### config.mk
export PLATFORM = sky130hd
export DESIGN_NAME = local_alignment_row_scorer
export DESIGN_NICKNAME = d
export VERILOG_FILES = /design/src/rtl/core/lsr_pkg.sv /design/src/rtl/core/lsr_ram.sv /design/src/rtl/core/lsr_alphabet.sv /design/src/rtl/core/lsr_cell.sv /design/src/rtl/core/local_alignment_row_scorer.sv
export SDC_FILE = /design/constraint.sdc
export NUM_CORES = 2
export LEC_CHECK = 0
export BUFFER_PORTS_ARGS = -buffer_cell sky130_fd_sc_hd__buf_2
export CAP_MARGIN = 20
export CORE_MARGIN = 1
export CORE_UTILIZATION = 55
export CTS_CLUSTER_DIAMETER = 50
export CTS_CLUSTER_SIZE = 14
export DETAILED_ROUTE_END_ITERATION = 16
export PLACE_DENSITY = 0.79
export SYNTH_ARGS = -nofsm -noshare
export SYNTH_HDL_FRONTEND = slang
export SYNTH_HIERARCHICAL = 1
export SYNTH_SLANG_ARGS = --single-unit
### constraint.sdc
create_clock -name clk -period 38.3 [get_ports clk]
set_clock_uncertainty 0.15 [all_clocks]
set_input_delay 3.83 -clock clk [delete_from_list [all_inputs] [get_ports clk]]
set_output_delay 3.83 -clock clk [all_outputs]
set_load 0.01 [all_outputs]
### src/rtl/core/lsr_pkg.sv
// Package for the local alignment row scorer: sizes, codes and transaction types.
`default_nettype none
package lsr_pkg;

    // Array sizes and score width
    localparam int COLS_MAX    = 64;
    localparam int ALPHA_MAX   = 16;
    localparam int SCORE_WIDTH = 16;

    localparam int COL_AW   = $clog2(COLS_MAX);
    localparam int POS_W    = $clog2(ALPHA_MAX);
    localparam int ASIZE_W  = 5;
    localparam int TABLE_D  = ALPHA_MAX * ALPHA_MAX;
    localparam int TABLE_AW = $clog2(TABLE_D);
    localparam int EXT_W    = SCORE_WIDTH + 2;
    localparam int CFG_IW   = 2;
    localparam int CFG_DW   = 8;

    // Commands carried by an input transaction
    typedef enum logic [2:0] {
        CMD_SET_SUB   = 3'd0,
        CMD_SET_ALPHA = 3'd1,
        CMD_SET_REF   = 3'd2,
        CMD_BEGIN     = 3'd3,
        CMD_ROW       = 3'd4
    } cmd_t;

    // Configuration register indexes
    typedef enum logic [CFG_IW-1:0] {
        CFG_GAP   = 2'd0,
        CFG_ALPHA = 2'd1,
        CFG_LEN   = 2'd2
    } cfg_idx_t;

    // Traceback codes
    typedef enum logic [1:0] {
        DIR_STOP = 2'd0,
        DIR_DIAG = 2'd1,
        DIR_UP   = 2'd2,
        DIR_LEFT = 2'd3
    } dir_t;

    typedef struct packed {
        logic [2:0]        cmd;
        logic [7:0]        index;
        logic [7:0]        symbol;
        logic signed [7:0] sub_score;
    } item_t;

    typedef struct packed {
        logic [6:0]  column;
        logic [15:0] cell_score;
        logic [1:0]  direction;
        logic [15:0] best_score;
        logic [15:0] best_row;
        logic [6:0]  best_col;
        logic        unknown_symbol;
        logic        last;
    } result_t;

    // Operands of the shared cell unit
    typedef struct packed {
        logic [SCORE_WIDTH-1:0] diag;
        logic [SCORE_WIDTH-1:0] up;
        logic [SCORE_WIDTH-1:0] left;
        logic signed [7:0]      sub;
        logic signed [7:0]      gap;
        logic [SCORE_WIDTH-1:0] best;
    } cell_op_t;

    // Cell unit results
    typedef struct packed {
        logic [SCORE_WIDTH-1:0] score;
        dir_t                   dir;
        logic                   better;
    } cell_res_t;

endpackage
`default_nettype wire

### src/rtl/core/lsr_ram.sv
// Generic simple dual-port RAM with registered read.
`default_nettype none
module lsr_ram #(
    parameter int WIDTH = 8,
    parameter int DEPTH = 64
) (
    input  wire logic                     clk,
    input  wire logic                     we,
    input  wire logic [$clog2(DEPTH)-1:0] waddr,
    input  wire logic [WIDTH-1:0]         wdata,
    input  wire logic                     re,
    input  wire logic [$clog2(DEPTH)-1:0] raddr,
    output logic      [WIDTH-1:0]         rdata
);

    logic [WIDTH-1:0] mem [DEPTH];

    // Write port
    always_ff @(posedge clk)
    begin
        if (we)
        begin
            mem[waddr] <= wdata;
        end
    end

    // Read port, data held between reads
    always_ff @(posedge clk)
    begin
        if (re)
        begin
            rdata <= mem[raddr];
        end
    end

endmodule
`default_nettype wire

### src/rtl/core/lsr_alphabet.sv
// Alphabet letter store with a shared letter-position lookup.
`default_nettype none
module lsr_alphabet
    import lsr_pkg::*;
(
    input  wire logic               clk,
    input  wire logic               we,
    input  wire logic [POS_W-1:0]   waddr,
    input  wire logic [7:0]         wdata,
    input  wire logic [ASIZE_W-1:0] size,
    input  wire logic [7:0]         sym,
    output logic                    hit,
    output logic      [POS_W-1:0]   pos
);

    logic [7:0] letter_reg [ALPHA_MAX];

    // Letter writes, no reset
    always_ff @(posedge clk)
    begin
        if (we)
        begin
            letter_reg[waddr] <= wdata;
        end
    end

    // Compare every lane; highest matching position in use wins
    always_comb
    begin
        hit = 1'b0;
        pos = '0;
        for (int i = 0; i < ALPHA_MAX; i++)
        begin
            if ((ASIZE_W'(i) < size) && (letter_reg[i] == sym))
            begin
                hit = 1'b1;
                pos = POS_W'(i);
            end
        end
    end

endmodule
`default_nettype wire

### src/rtl/core/lsr_cell.sv
// Shared cell unit: three-way max against zero, traceback code, saturation, best test.
`default_nettype none
module lsr_cell
    import lsr_pkg::*;
(
    input  wire cell_op_t  op,
    output cell_res_t      res
);

    localparam logic signed [EXT_W-1:0] SMAX = {2'b00, {SCORE_WIDTH{1'b1}}};

    logic signed [EXT_W-1:0] dg;
    logic signed [EXT_W-1:0] up;
    logic signed [EXT_W-1:0] lf;
    logic signed [EXT_W-1:0] mx;

    always_comb
    begin
        dg = $signed({2'b00, op.diag}) + {{(EXT_W-8){op.sub[7]}}, op.sub};
        up = $signed({2'b00, op.up})   + {{(EXT_W-8){op.gap[7]}}, op.gap};
        lf = $signed({2'b00, op.left}) + {{(EXT_W-8){op.gap[7]}}, op.gap};

        // Largest of zero and the three moves
        mx = '0;
        if (dg > mx)
        begin
            mx = dg;
        end
        if (up > mx)
        begin
            mx = up;
        end
        if (lf > mx)
        begin
            mx = lf;
        end

        // Ties: stop, then diagonal, then up
        priority if (mx == '0)
        begin
            res.dir = DIR_STOP;
        end
        else if (mx == dg)
        begin
            res.dir = DIR_DIAG;
        end
        else if (mx == up)
        begin
            res.dir = DIR_UP;
        end
        else
        begin
            res.dir = DIR_LEFT;
        end

        res.score  = (mx > SMAX) ? {SCORE_WIDTH{1'b1}} : mx[SCORE_WIDTH-1:0];
        res.better = (res.score > op.best);
    end

endmodule
`default_nettype wire

### src/rtl/core/local_alignment_row_scorer.sv
// Top level of the local alignment row scorer: sequencer, stores and result register.
//
// Load commands (substitution entry, alphabet letter, reference symbol) and
// begin produce no result. A score-row transaction emits one result per
// reference column, left to right, and keeps the block busy until the last
// one is committed, stalling while the result side holds a result back:
// each cell walks a three-step sequence (reference and previous-row memory
// read, letter lookup with substitution memory read, then the shared cell
// unit and write-back). Begin clears the 64 previous-row valid flags at once,
// so no clearing pass is needed after reset or begin.
`default_nettype none
module local_alignment_row_scorer
    import lsr_pkg::*;
(
    input  wire logic              clk,
    input  wire logic              rst_n,
    input  wire logic              item_valid,
    output logic                   item_ready,
    input  wire item_t             item,
    output logic                   result_valid,
    input  wire logic              result_ready,
    output result_t                result,
    input  wire logic              cfg_we,
    input  wire logic [CFG_IW-1:0] cfg_index,
    input  wire logic [CFG_DW-1:0] cfg_data
);

    typedef enum logic [4:0] {
        ST_IDLE   = 5'b00001,
        ST_ROW    = 5'b00010,
        ST_FETCH  = 5'b00100,
        ST_LOOKUP = 5'b01000,
        ST_CELL   = 5'b10000
    } state_t;

    state_t                 state_reg, state_next;
    logic signed [7:0]      gap_reg;
    logic [ASIZE_W-1:0]     asize_reg;
    logic [6:0]             len_reg;
    logic [COL_AW-1:0]      col_reg;
    logic [7:0]             qsym_reg;
    logic                   qhit_reg;
    logic [POS_W-1:0]       qpos_reg;
    logic                   unknown_reg;
    logic [SCORE_WIDTH-1:0] left_reg;
    logic [SCORE_WIDTH-1:0] diag_reg;
    logic [15:0]            row_cnt_reg;
    logic [SCORE_WIDTH-1:0] best_val_reg;
    logic [15:0]            best_row_reg;
    logic [6:0]             best_col_reg;
    logic [COLS_MAX-1:0]    pvalid_reg;
    logic                   result_valid_reg;
    result_t                result_reg;

    logic                   accept;
    logic                   commit;
    logic                   last_col;
    logic [ASIZE_W-1:0]     asize_eff;
    logic [6:0]             cols_m1;
    logic [7:0]             look_sym;
    logic                   look_hit;
    logic [POS_W-1:0]       look_pos;
    logic [TABLE_AW-1:0]    taddr;
    logic [7:0]             ref_rdata;
    logic [SCORE_WIDTH-1:0] prev_rdata;
    logic [7:0]             sub_rdata;
    logic [SCORE_WIDTH-1:0] up_raw;
    cell_op_t               cop;
    cell_res_t              cres;

    assign item_ready   = (state_reg == ST_IDLE);
    assign accept       = item_valid && item_ready;
    assign result_valid = result_valid_reg;
    assign result       = result_reg;

    // Effective alphabet size and last column
    assign asize_eff = (asize_reg > ASIZE_W'(ALPHA_MAX)) ? ASIZE_W'(ALPHA_MAX) : asize_reg;
    always_comb
    begin
        priority if (len_reg == 7'd0)
        begin
            cols_m1 = 7'd0;
        end
        else if (len_reg > 7'(COLS_MAX))
        begin
            cols_m1 = 7'(COLS_MAX - 1);
        end
        else
        begin
            cols_m1 = len_reg - 7'd1;
        end
    end
    assign last_col = (7'(col_reg) == cols_m1);

    // Configuration registers
    always_ff @(posedge clk or negedge rst_n)
    begin
        if (!rst_n)
        begin
            gap_reg   <= -8'sd2;
            asize_reg <= 5'd4;
            len_reg   <= 7'd64;
        end
        else if (cfg_we)
        begin
            unique case (cfg_index)
                CFG_GAP:   gap_reg   <= $signed(cfg_data);
                CFG_ALPHA: asize_reg <= cfg_data[ASIZE_W-1:0];
                CFG_LEN:   len_reg   <= cfg_data[6:0];
                default:   ;
            endcase
        end
    end

    // Shared letter lookup: query symbol at row start, reference symbol per cell
    assign look_sym = (state_reg == ST_ROW) ? qsym_reg : ref_rdata;

    lsr_alphabet u_alpha (
        .clk   (clk),
        .we    (accept && (item.cmd == CMD_SET_ALPHA) && (item.index[7:POS_W] == '0)),
        .waddr (item.index[POS_W-1:0]),
        .wdata (item.symbol),
        .size  (asize_eff),
        .sym   (look_sym),
        .hit   (look_hit),
        .pos   (look_pos)
    );

    // Substitution table address a * size + b, always below the table depth
    assign taddr = TABLE_AW'(qpos_reg) * TABLE_AW'(asize_eff) + TABLE_AW'(look_pos);

    lsr_ram #(.WIDTH(8), .DEPTH(TABLE_D)) u_sub_ram (
        .clk   (clk),
        .we    (accept && (item.cmd == CMD_SET_SUB)),
        .waddr (item.index[TABLE_AW-1:0]),
        .wdata (item.sub_score),
        .re    (state_reg == ST_LOOKUP),
        .raddr (taddr),
        .rdata (sub_rdata)
    );

    lsr_ram #(.WIDTH(8), .DEPTH(COLS_MAX)) u_ref_ram (
        .clk   (clk),
        .we    (accept && (item.cmd == CMD_SET_REF) && (item.index[7:COL_AW] == '0)),
        .waddr (item.index[COL_AW-1:0]),
        .wdata (item.symbol),
        .re    (state_reg == ST_FETCH),
        .raddr (col_reg),
        .rdata (ref_rdata)
    );

    lsr_ram #(.WIDTH(SCORE_WIDTH), .DEPTH(COLS_MAX)) u_prev_ram (
        .clk   (clk),
        .we    (commit),
        .waddr (col_reg),
        .wdata (cres.score),
        .re    (state_reg == ST_FETCH),
        .raddr (col_reg),
        .rdata (prev_rdata)
    );

    // Cell operands
    assign up_raw = pvalid_reg[col_reg] ? prev_rdata : '0;
    always_comb
    begin
        cop.diag = diag_reg;
        cop.up   = up_raw;
        cop.left = left_reg;
        cop.sub  = unknown_reg ? 8'sd0 : $signed(sub_rdata);
        cop.gap  = gap_reg;
        cop.best = best_val_reg;
    end

    lsr_cell u_cell (
        .op  (cop),
        .res (cres)
    );

    assign commit = (state_reg == ST_CELL) && (!result_valid_reg || result_ready);

    // Sequencer
    always_comb
    begin
        state_next = state_reg;
        unique case (state_reg)
            ST_IDLE:
            begin
                if (accept && (item.cmd == CMD_ROW))
                begin
                    state_next = ST_ROW;
                end
            end
            ST_ROW:    state_next = ST_FETCH;
            ST_FETCH:  state_next = ST_LOOKUP;
            ST_LOOKUP: state_next = ST_CELL;
            ST_CELL:
            begin
                if (commit)
                begin
                    state_next = last_col ? ST_IDLE : ST_FETCH;
                end
            end
            default:   state_next = ST_IDLE;
        endcase
    end

    always_ff @(posedge clk or negedge rst_n)
    begin
        if (!rst_n)
        begin
            state_reg <= ST_IDLE;
        end
        else
        begin
            state_reg <= state_next;
        end
    end

    // Row and best-score state
    always_ff @(posedge clk or negedge rst_n)
    begin
        if (!rst_n)
        begin
            row_cnt_reg  <= '0;
            best_val_reg <= '0;
            best_row_reg <= '0;
            best_col_reg <= '0;
            pvalid_reg   <= '0;
            col_reg      <= '0;
        end
        else
        begin
            if (accept && (item.cmd == CMD_BEGIN))
            begin
                row_cnt_reg  <= '0;
                best_val_reg <= '0;
                best_row_reg <= '0;
                best_col_reg <= '0;
                pvalid_reg   <= '0;
            end
            if (state_reg == ST_ROW)
            begin
                col_reg <= '0;
                if (row_cnt_reg != 16'hFFFF)
                begin
                    row_cnt_reg <= row_cnt_reg + 16'd1;
                end
            end
            if (commit)
            begin
                pvalid_reg[col_reg] <= 1'b1;
                col_reg             <= col_reg + COL_AW'(1);
                if (cres.better)
                begin
                    best_val_reg <= cres.score;
                    best_row_reg <= row_cnt_reg;
                    best_col_reg <= 7'(col_reg) + 7'd1;
                end
            end
        end
    end

    // Per-row datapath registers
    always_ff @(posedge clk)
    begin
        if (accept)
        begin
            qsym_reg <= item.symbol;
        end
        if (state_reg == ST_ROW)
        begin
            qhit_reg <= look_hit;
            qpos_reg <= look_pos;
            left_reg <= '0;
            diag_reg <= '0;
        end
        if (state_reg == ST_LOOKUP)
        begin
            unknown_reg <= !(qhit_reg && look_hit);
        end
        if (commit)
        begin
            left_reg <= cres.score;
            diag_reg <= up_raw;
        end
    end

    // Result register
    always_ff @(posedge clk or negedge rst_n)
    begin
        if (!rst_n)
        begin
            result_valid_reg <= 1'b0;
        end
        else if (commit)
        begin
            result_valid_reg <= 1'b1;
        end
        else if (result_ready)
        begin
            result_valid_reg <= 1'b0;
        end
    end

    always_ff @(posedge clk)
    begin
        if (commit)
        begin
            result_reg.column         <= 7'(col_reg) + 7'd1;
            result_reg.cell_score     <= cres.score;
            result_reg.direction      <= cres.dir;
            result_reg.best_score     <= cres.better ? cres.score : best_val_reg;
            result_reg.best_row       <= cres.better ? row_cnt_reg : best_row_reg;
            result_reg.best_col       <= cres.better ? (7'(col_reg) + 7'd1) : best_col_reg;
            result_reg.unknown_symbol <= unknown_reg;
            result_reg.last           <= last_col;
        end
    end

`ifndef SYNTHESIS
    // Finishing the last column returns the block to accepting input
    a_row_done: assert property (@(posedge clk) disable iff (!rst_n)
        (commit && last_col) |=> item_ready)
        else $error("row did not end after last column");

    // Columns advance by one per committed cell
    a_col_step: assert property (@(posedge clk) disable iff (!rst_n)
        (commit && !last_col) |=> (col_reg == $past(col_reg) + COL_AW'(1)))
        else $error("column counter skipped");

    // Best score never drops while a row is in progress
    a_best_mono: assert property (@(posedge clk) disable iff (!rst_n)
        (state_reg != ST_IDLE) |=> (best_val_reg >= $past(best_val_reg)))
        else $error("best score decreased within a row");

    // A cell is only committed into a free result slot
    a_no_overrun: assert property (@(posedge clk) disable iff (!rst_n)
        (result_valid_reg && !result_ready) |=> $stable(result_reg))
        else $error("pending result overwritten");
`endif

endmodule
`default_nettype wire

Word-level counts from Yosys, hierarchy flattened
Memories as Yosys holds them, arrays and structs flattened. A register that Yosys moved wholly into a read port is not among the register bits.
Cells that the tools add are included.

word-level totals
  register bits after elaboration = 263
  memory bits (writable) = 3712
  bits of input ports = 42
  memories = 4

cells by class
  $add $sub $neg = 8
  $mul = 1
  magnitude comparators = 25
  equality and inequality tests = 33
  multiplexer cells = 83
  bitwise operators = 1
  reductions and logical operators = 43

memory list
  memory              words  bits a word  rd ports  clocked after Yosys merged registers in  write ports  line                source
  u_sub_ram.mem       256    8            1         1                                        1            lsr_ram.sv:16       logic [WIDTH-1:0] mem [DEPTH];
  u_prev_ram.mem      64     16           1         1                                        1            lsr_ram.sv:16
  u_ref_ram.mem       64     8            1         1                                        1            lsr_ram.sv:16
  u_alpha.letter_reg  16     8            16        0                                        1            lsr_alphabet.sv:16  logic [7:0] letter_reg [ALPHA_MAX];

operators by type and width
  cell                                                  count
  two-way mux 16 bit                                    16
  == test 8 bit                                         16
  two-way mux 64 bit                                    2
  bitwise OR 64 bit                                     1
  adder 17 x 8 -> 18 bit                                3
  two-way mux 18 bit                                    3
  two-way mux 7 bit                                     6
  < comparator 4 x 5 -> 1 bit, first input constant     8
  == test 18 bit                                        2
  > comparator 18 bit                                   2
  two-way mux 4 bit                                     8
  two-way mux 1 bit                                     31
  logical AND 1 bit                                     27
  one-hot mux 5 bit (5 select lines)                    1
  < comparator 3 x 5 -> 1 bit, first input constant     4
  > comparator 18 x 1 -> 1 bit, second input constant   1
  > comparator 18 x 17 -> 1 bit, second input constant  1
  logical NOT 18 bit                                    1
  adder 16 x 1 -> 16 bit, second input constant         1
  > comparator 16 bit                                   1
  two-way mux 8 bit                                     2
  inequality test 16 bit, second input constant         1
  two-way mux 3 bit                                     5
  two-way mux 5 bit                                     3
  other kinds (37)                                      48

Longest topological paths before layout
  depth after elaboration = 22
  gate-level depth with buffers = 58
  depth with buffers taken out = 47

By module
The synthesis kept the hierarchy.

modules (own cells, without submodules)
  module                      instances  cells each  area an instance (µm²)  seq. area each (µm²)
  lsr_ram (u_sub_ram)         1          3733        79636.4                 61739.2
  lsr_ram (u_prev_ram)        1          1829        40202.3                 31230.0
  lsr_ram (u_ref_ram)         1          940         20246.9                 15615.0
  local_alignment_row_scorer  1          1060        12185.4                 7154.4
  lsr_alphabet                1          396         5874.4                  3843.7
  lsr_cell                    1          829         5824.3                  0.0

Worst setup path after synthesis
OpenSTA, ideal clock, no wires.

  kind = reg2reg
  start = register col_reg[0]
  end = register result_reg, in the netlist result[32] (data pin)
  library setup time = 0.267 ns
  arrival = 12.069 ns
  required time = 37.883 ns
  slack = 25.814 ns
  cell stages (with the launch flop) = 48
  buffers on the path = 6
  period minus slack after synthesis = 12.486 ns
  cell sequence = dfrtp_1 > buf_6 > mux4_2 > or2_0 > a31oi_2 > o311ai_2 > o211a_4 > buf_6 > and2_1 > ha_1 > fa_1 > a211oi_1 > o211ai_1 > a311o_1 > a21oi_1 > xnor2_1 > ha_1 > nand2_1 > [... 12 more ...] > or2_2 > clkbuf_1 > o22a_1 > o21bai_1 > ha_1 > o21a_1 > o21a_1 > o21a_1 > o21a_1 > o21a_1 > o21a_1 > o21ai_0 > nand2_1 > a21oi_1 > o21ai_0 > clkbuf_1 > buf_1 > mux2_2

RTL lines
  what                      line                               source
  start: declaration        local_alignment_row_scorer.sv:40   logic [COL_AW-1:0] col_reg;
  start signal: assignment  local_alignment_row_scorer.sv:252  col_reg <= col_reg + COL_AW'(1);
  end: declaration          local_alignment_row_scorer.sv:53   result_t result_reg;

==> flow_summary.json <==
{
  "status": "finished, violations left",
  "violations": "antenna rules",
  "slowest_stage": "dfrtp_4",
  "start_util_pct": 55.2,
  "drtIter0Drc": 12400,
  "hp-start": "pvalid_reg[19]$_DFF_PN0_",
  "drcViolationCount": 0,
  "ys.flop_type": "edfxtp_1",
  "cts_hold_buffers": 0,
  "cts-root-buf": "clkbuf_16",
  "fin_crit_ns": 15.53,
  "fin_setup_tns_ns": 0,
  "postCtsSetupRepairBufs": 0,
  "drtAntennaViolNets": 1,
  "nets": 9182,
  "grt_pass1_vias": 88600,
  "drv_slew": 0,
  "vdd_drop_max_uv": 95.4,
  "maxCapViolCount": 0,
  "grt_use_total_pct": 27.4,
  "drt_wl_total_um": 416000,
  "ys_ff_latch": 4007,
  "hold_violations": 0,
  "core_um2": 297000,
  "cts.sinks": 4007,
  "syn_nets": 8963,
  "fin_crit_sh_pct": 40.5,
  "crit_type": "reg2reg",
  "synth_cell_types": 121,
  "vias": 88900,
  "netlist_instances": 8787,
  "path_max_fanout": 69,
  "r2r_cells": 50,
  "cp.arrival_ns": 16.19,
  "r2r_end": "best_row_reg[13]$_DFF_PN0_",
  "io_buffers": 109,
  "antenna_found_initial": 23,
  "grt_max_degree": 151,
  "layout-drive-gt1-share_pct": 20.7,
  "io_pins": 110,
  "syn-cell-area_um2": 164000,
  "hold_class": "reg2reg",
  "ff2ff_setup_slack_ns": 22.77,
  "layout_commonest_cell": "edfxtp_1",
  "top_regs": "u_sub_ram/mem: 2048 flops, u_prev_ram/mem: 1024 flops, u_ref_ram/mem: 512 flops",
  "post_drt_wl_per_cell_um": 31.5,
  "fmax_mhz": 64.4,
  "cts_buffer_depth": 4,
  "top_register": "u_sub_ram/mem",
  "worst_hold_slack_ns": 0.327,
  "cp_slowest_stage_delay_ns": 1.00,
  "syn_to_final_growth_pct": 10.1,
  "drt_pass1_iterations": 8,
  "async_reset_ff_share_pct": 3.77,
  "cp_data_required_time_ns": 38.96,
  "grt_pass1_wl_um": 604000,
  "die_w_um": 548,
  "leakage_nw": 56.2,
  "die-area_um2": 300000,
  "start_kind": "register",
  "slew_headroom_pct": 19.3,
  "cp_common_cell": "o21a_1",
  "syn_avg_cell_area_um2": 18.7,
  "grt.overflow.total": 0,
  "dp.final_hpwl_um": 246000,
  "cts_resized": 0,
  "final_cell_mix": "3,856 x edfxtp_1, 804 x mux4_2, 517 x nor2_1",
  "htreeDepth": 5,
  "place.gp.congestion": 0.897,
  "clk_pin_slew_ns": 0.06,
  "largest_register_ffs": 2048,
  "r2r-start": "col_reg[0]$_DFFE_PN0P_",
  "hold_depth": 2,
  "cts_tree": "yes",
  "vias_per_cell": 6.73,
  "tightest_slew_ns": 1.21,
  "synth_edf_count": 3856,
  "setup_viol": 0,
  "cp-end-kind": "register",
  "yosysSeqAreaShare_pct": 72.9,
  "row_count": 200,
  "rsz0062_at_grt": "no",
  "cts_buffers": 373,
  "placedInstanceArea_um2": 168000,
  "holdPathEnd": "pvalid_reg[19]$_DFF_PN0_",
  "yosys_warnings": 6,
  "power_density_nw_per_um2": 65.5,
  "dieHeight_um": 548,
  "design_area_um2": 181000,
  "clk_latency_ns": 1.00
}
through the flow:
stage                     instances  utilization (%)  total power [mW]  worst slack [ns]
after CTS                     13200             60.8              11.8             22.81
after global placement        12500             56.7              8.12             23.05
after global routing          13200             60.8              12.2             21.94
final                         13200             60.8              11.8             22.77
after floorplan                8787                -              7.24             25.81
after detailed placement      12600             56.8              8.20             22.89
cell type report:
cell class	instances	area, um^2
inverters	97	367
fillers	20000	116000
clock inverters	166	2050
multi-input cells	4187	41200
clock buffers	447	9810
repair buffers	340	2550
well taps	3939	4930
diodes	18	45.0
flip-flops and latches	4007	120000
Yosys cell counts (31+ instances only):
master | number | share of area [%]
and2_1 | 71 | 0.27
nor2_1 | 542 | 1.2
xor2_1 | 99 | 0.53
a31oi_1 | 31 | 0.12
xnor2_1 | 113 | 0.60
buf_4 | 63 | 0.29
buf_2 | 106 | 0.32
nand3_1 | 167 | 0.51
a211oi_1 | 36 | 0.16
nor4_1 | 49 | 0.19
mux2i_1 | 260 | 1.6
inv_1 | 94 | 0.22
mux2_2 | 106 | 0.73
o21ai_0 | 133 | 0.41
clkbuf_1 | 200 | 0.46
o211ai_1 | 37 | 0.17
a221oi_1 | 43 | 0.23
a21oi_1 | 207 | 0.63
nand2_1 | 376 | 0.86
dfrtp_1 | 141 | 2.2
nand4_1 | 60 | 0.23
edfxtp_1 | 3856 | 71
o221ai_1 | 60 | 0.32
nand2b_1 | 40 | 0.15
nor2b_1 | 106 | 0.40
a22oi_1 | 179 | 0.82
mux4_2 | 804 | 11
buf_6 | 59 | 0.41
ha_1 | 123 | 0.94
o22ai_1 | 46 | 0.18
nor3_1 | 65 | 0.20
buf_1 | 31 | 0.071
layer usage:
| layer | up-vias | global-route usage, % | share of wire (%) |
|---|---|---|---|
| met5 | - | 0 | 0.028 |
| met4 | 20 | 13.7 | 5.5 |
| met3 | 1122 | 5.22 | 11 |
| met2 | 5916 | 43.7 | 48 |
| met1 | 45800 | 36.5 | 36 |
| li1 | 36000 | - | - |
where the power goes:
group / switching [mW] / internal, mW / leakage, nW
clock: 1.63 / 2.03 / 5.71
combinational: 1.87 / 0.935 / 14.0
sequential: 0.0713 / 5.29 / 36.6
total: 3.58 / 8.25 / 56.2
worst max-delay path: cells and delay by family (launching register included):
| kind | cells | cell delay (ns) |
|---|---|---|
| muxes | 1 | 0.42 |
| adders and majority gates | 4 | 1.28 |
| AOI/OAI and AO/OA | 22 | 4.98 |
| and+or+nand+nor | 16 | 4.23 |
| xor gates and xnor gates | 1 | 0.51 |
| buffers and inverters | 6 | 2.64 |
| DFF | 1 | 1.00 |
cells by family after synthesis:
logic type / synth area share (%)
compound gates: 4.38
xor+xnor: 1.13
fa+ha+maj: 1.07
buf+inv: 2.13
flops: 72.9
mux: 13.5
other cells: 0.00229
simple gates: 4.83
how the worst max path moves through the flow:
stage | from | endpoint | slack, ns | cells past startpoint
2_1_floorplan | col_reg[0]$_DFFE_PN0P_ | result[32]$_DFFE_PP_ | 25.81 | 47
3_3_place_gp | col_reg[0]$_DFFE_PN0P_ | best_col_reg[1]$_DFF_PN0_ | 23.05 | 50
3_5_place_dp | col_reg[0]$_DFFE_PN0P_ | best_val_reg[12]$_DFF_PN0_ | 22.89 | 50
4_1_cts | col_reg[0]$_DFFE_PN0P_ | best_col_reg[1]$_DFF_PN0_ | 22.81 | 50
5_1_grt | col_reg[0]$_DFFE_PN0P_ | best_row_reg[14]$_DFF_PN0_ | 21.94 | 50
6_report | col_reg[0]$_DFFE_PN0P_ | best_row_reg[13]$_DFF_PN0_ | 22.77 | 50
(Power assumes the default switching activity.)
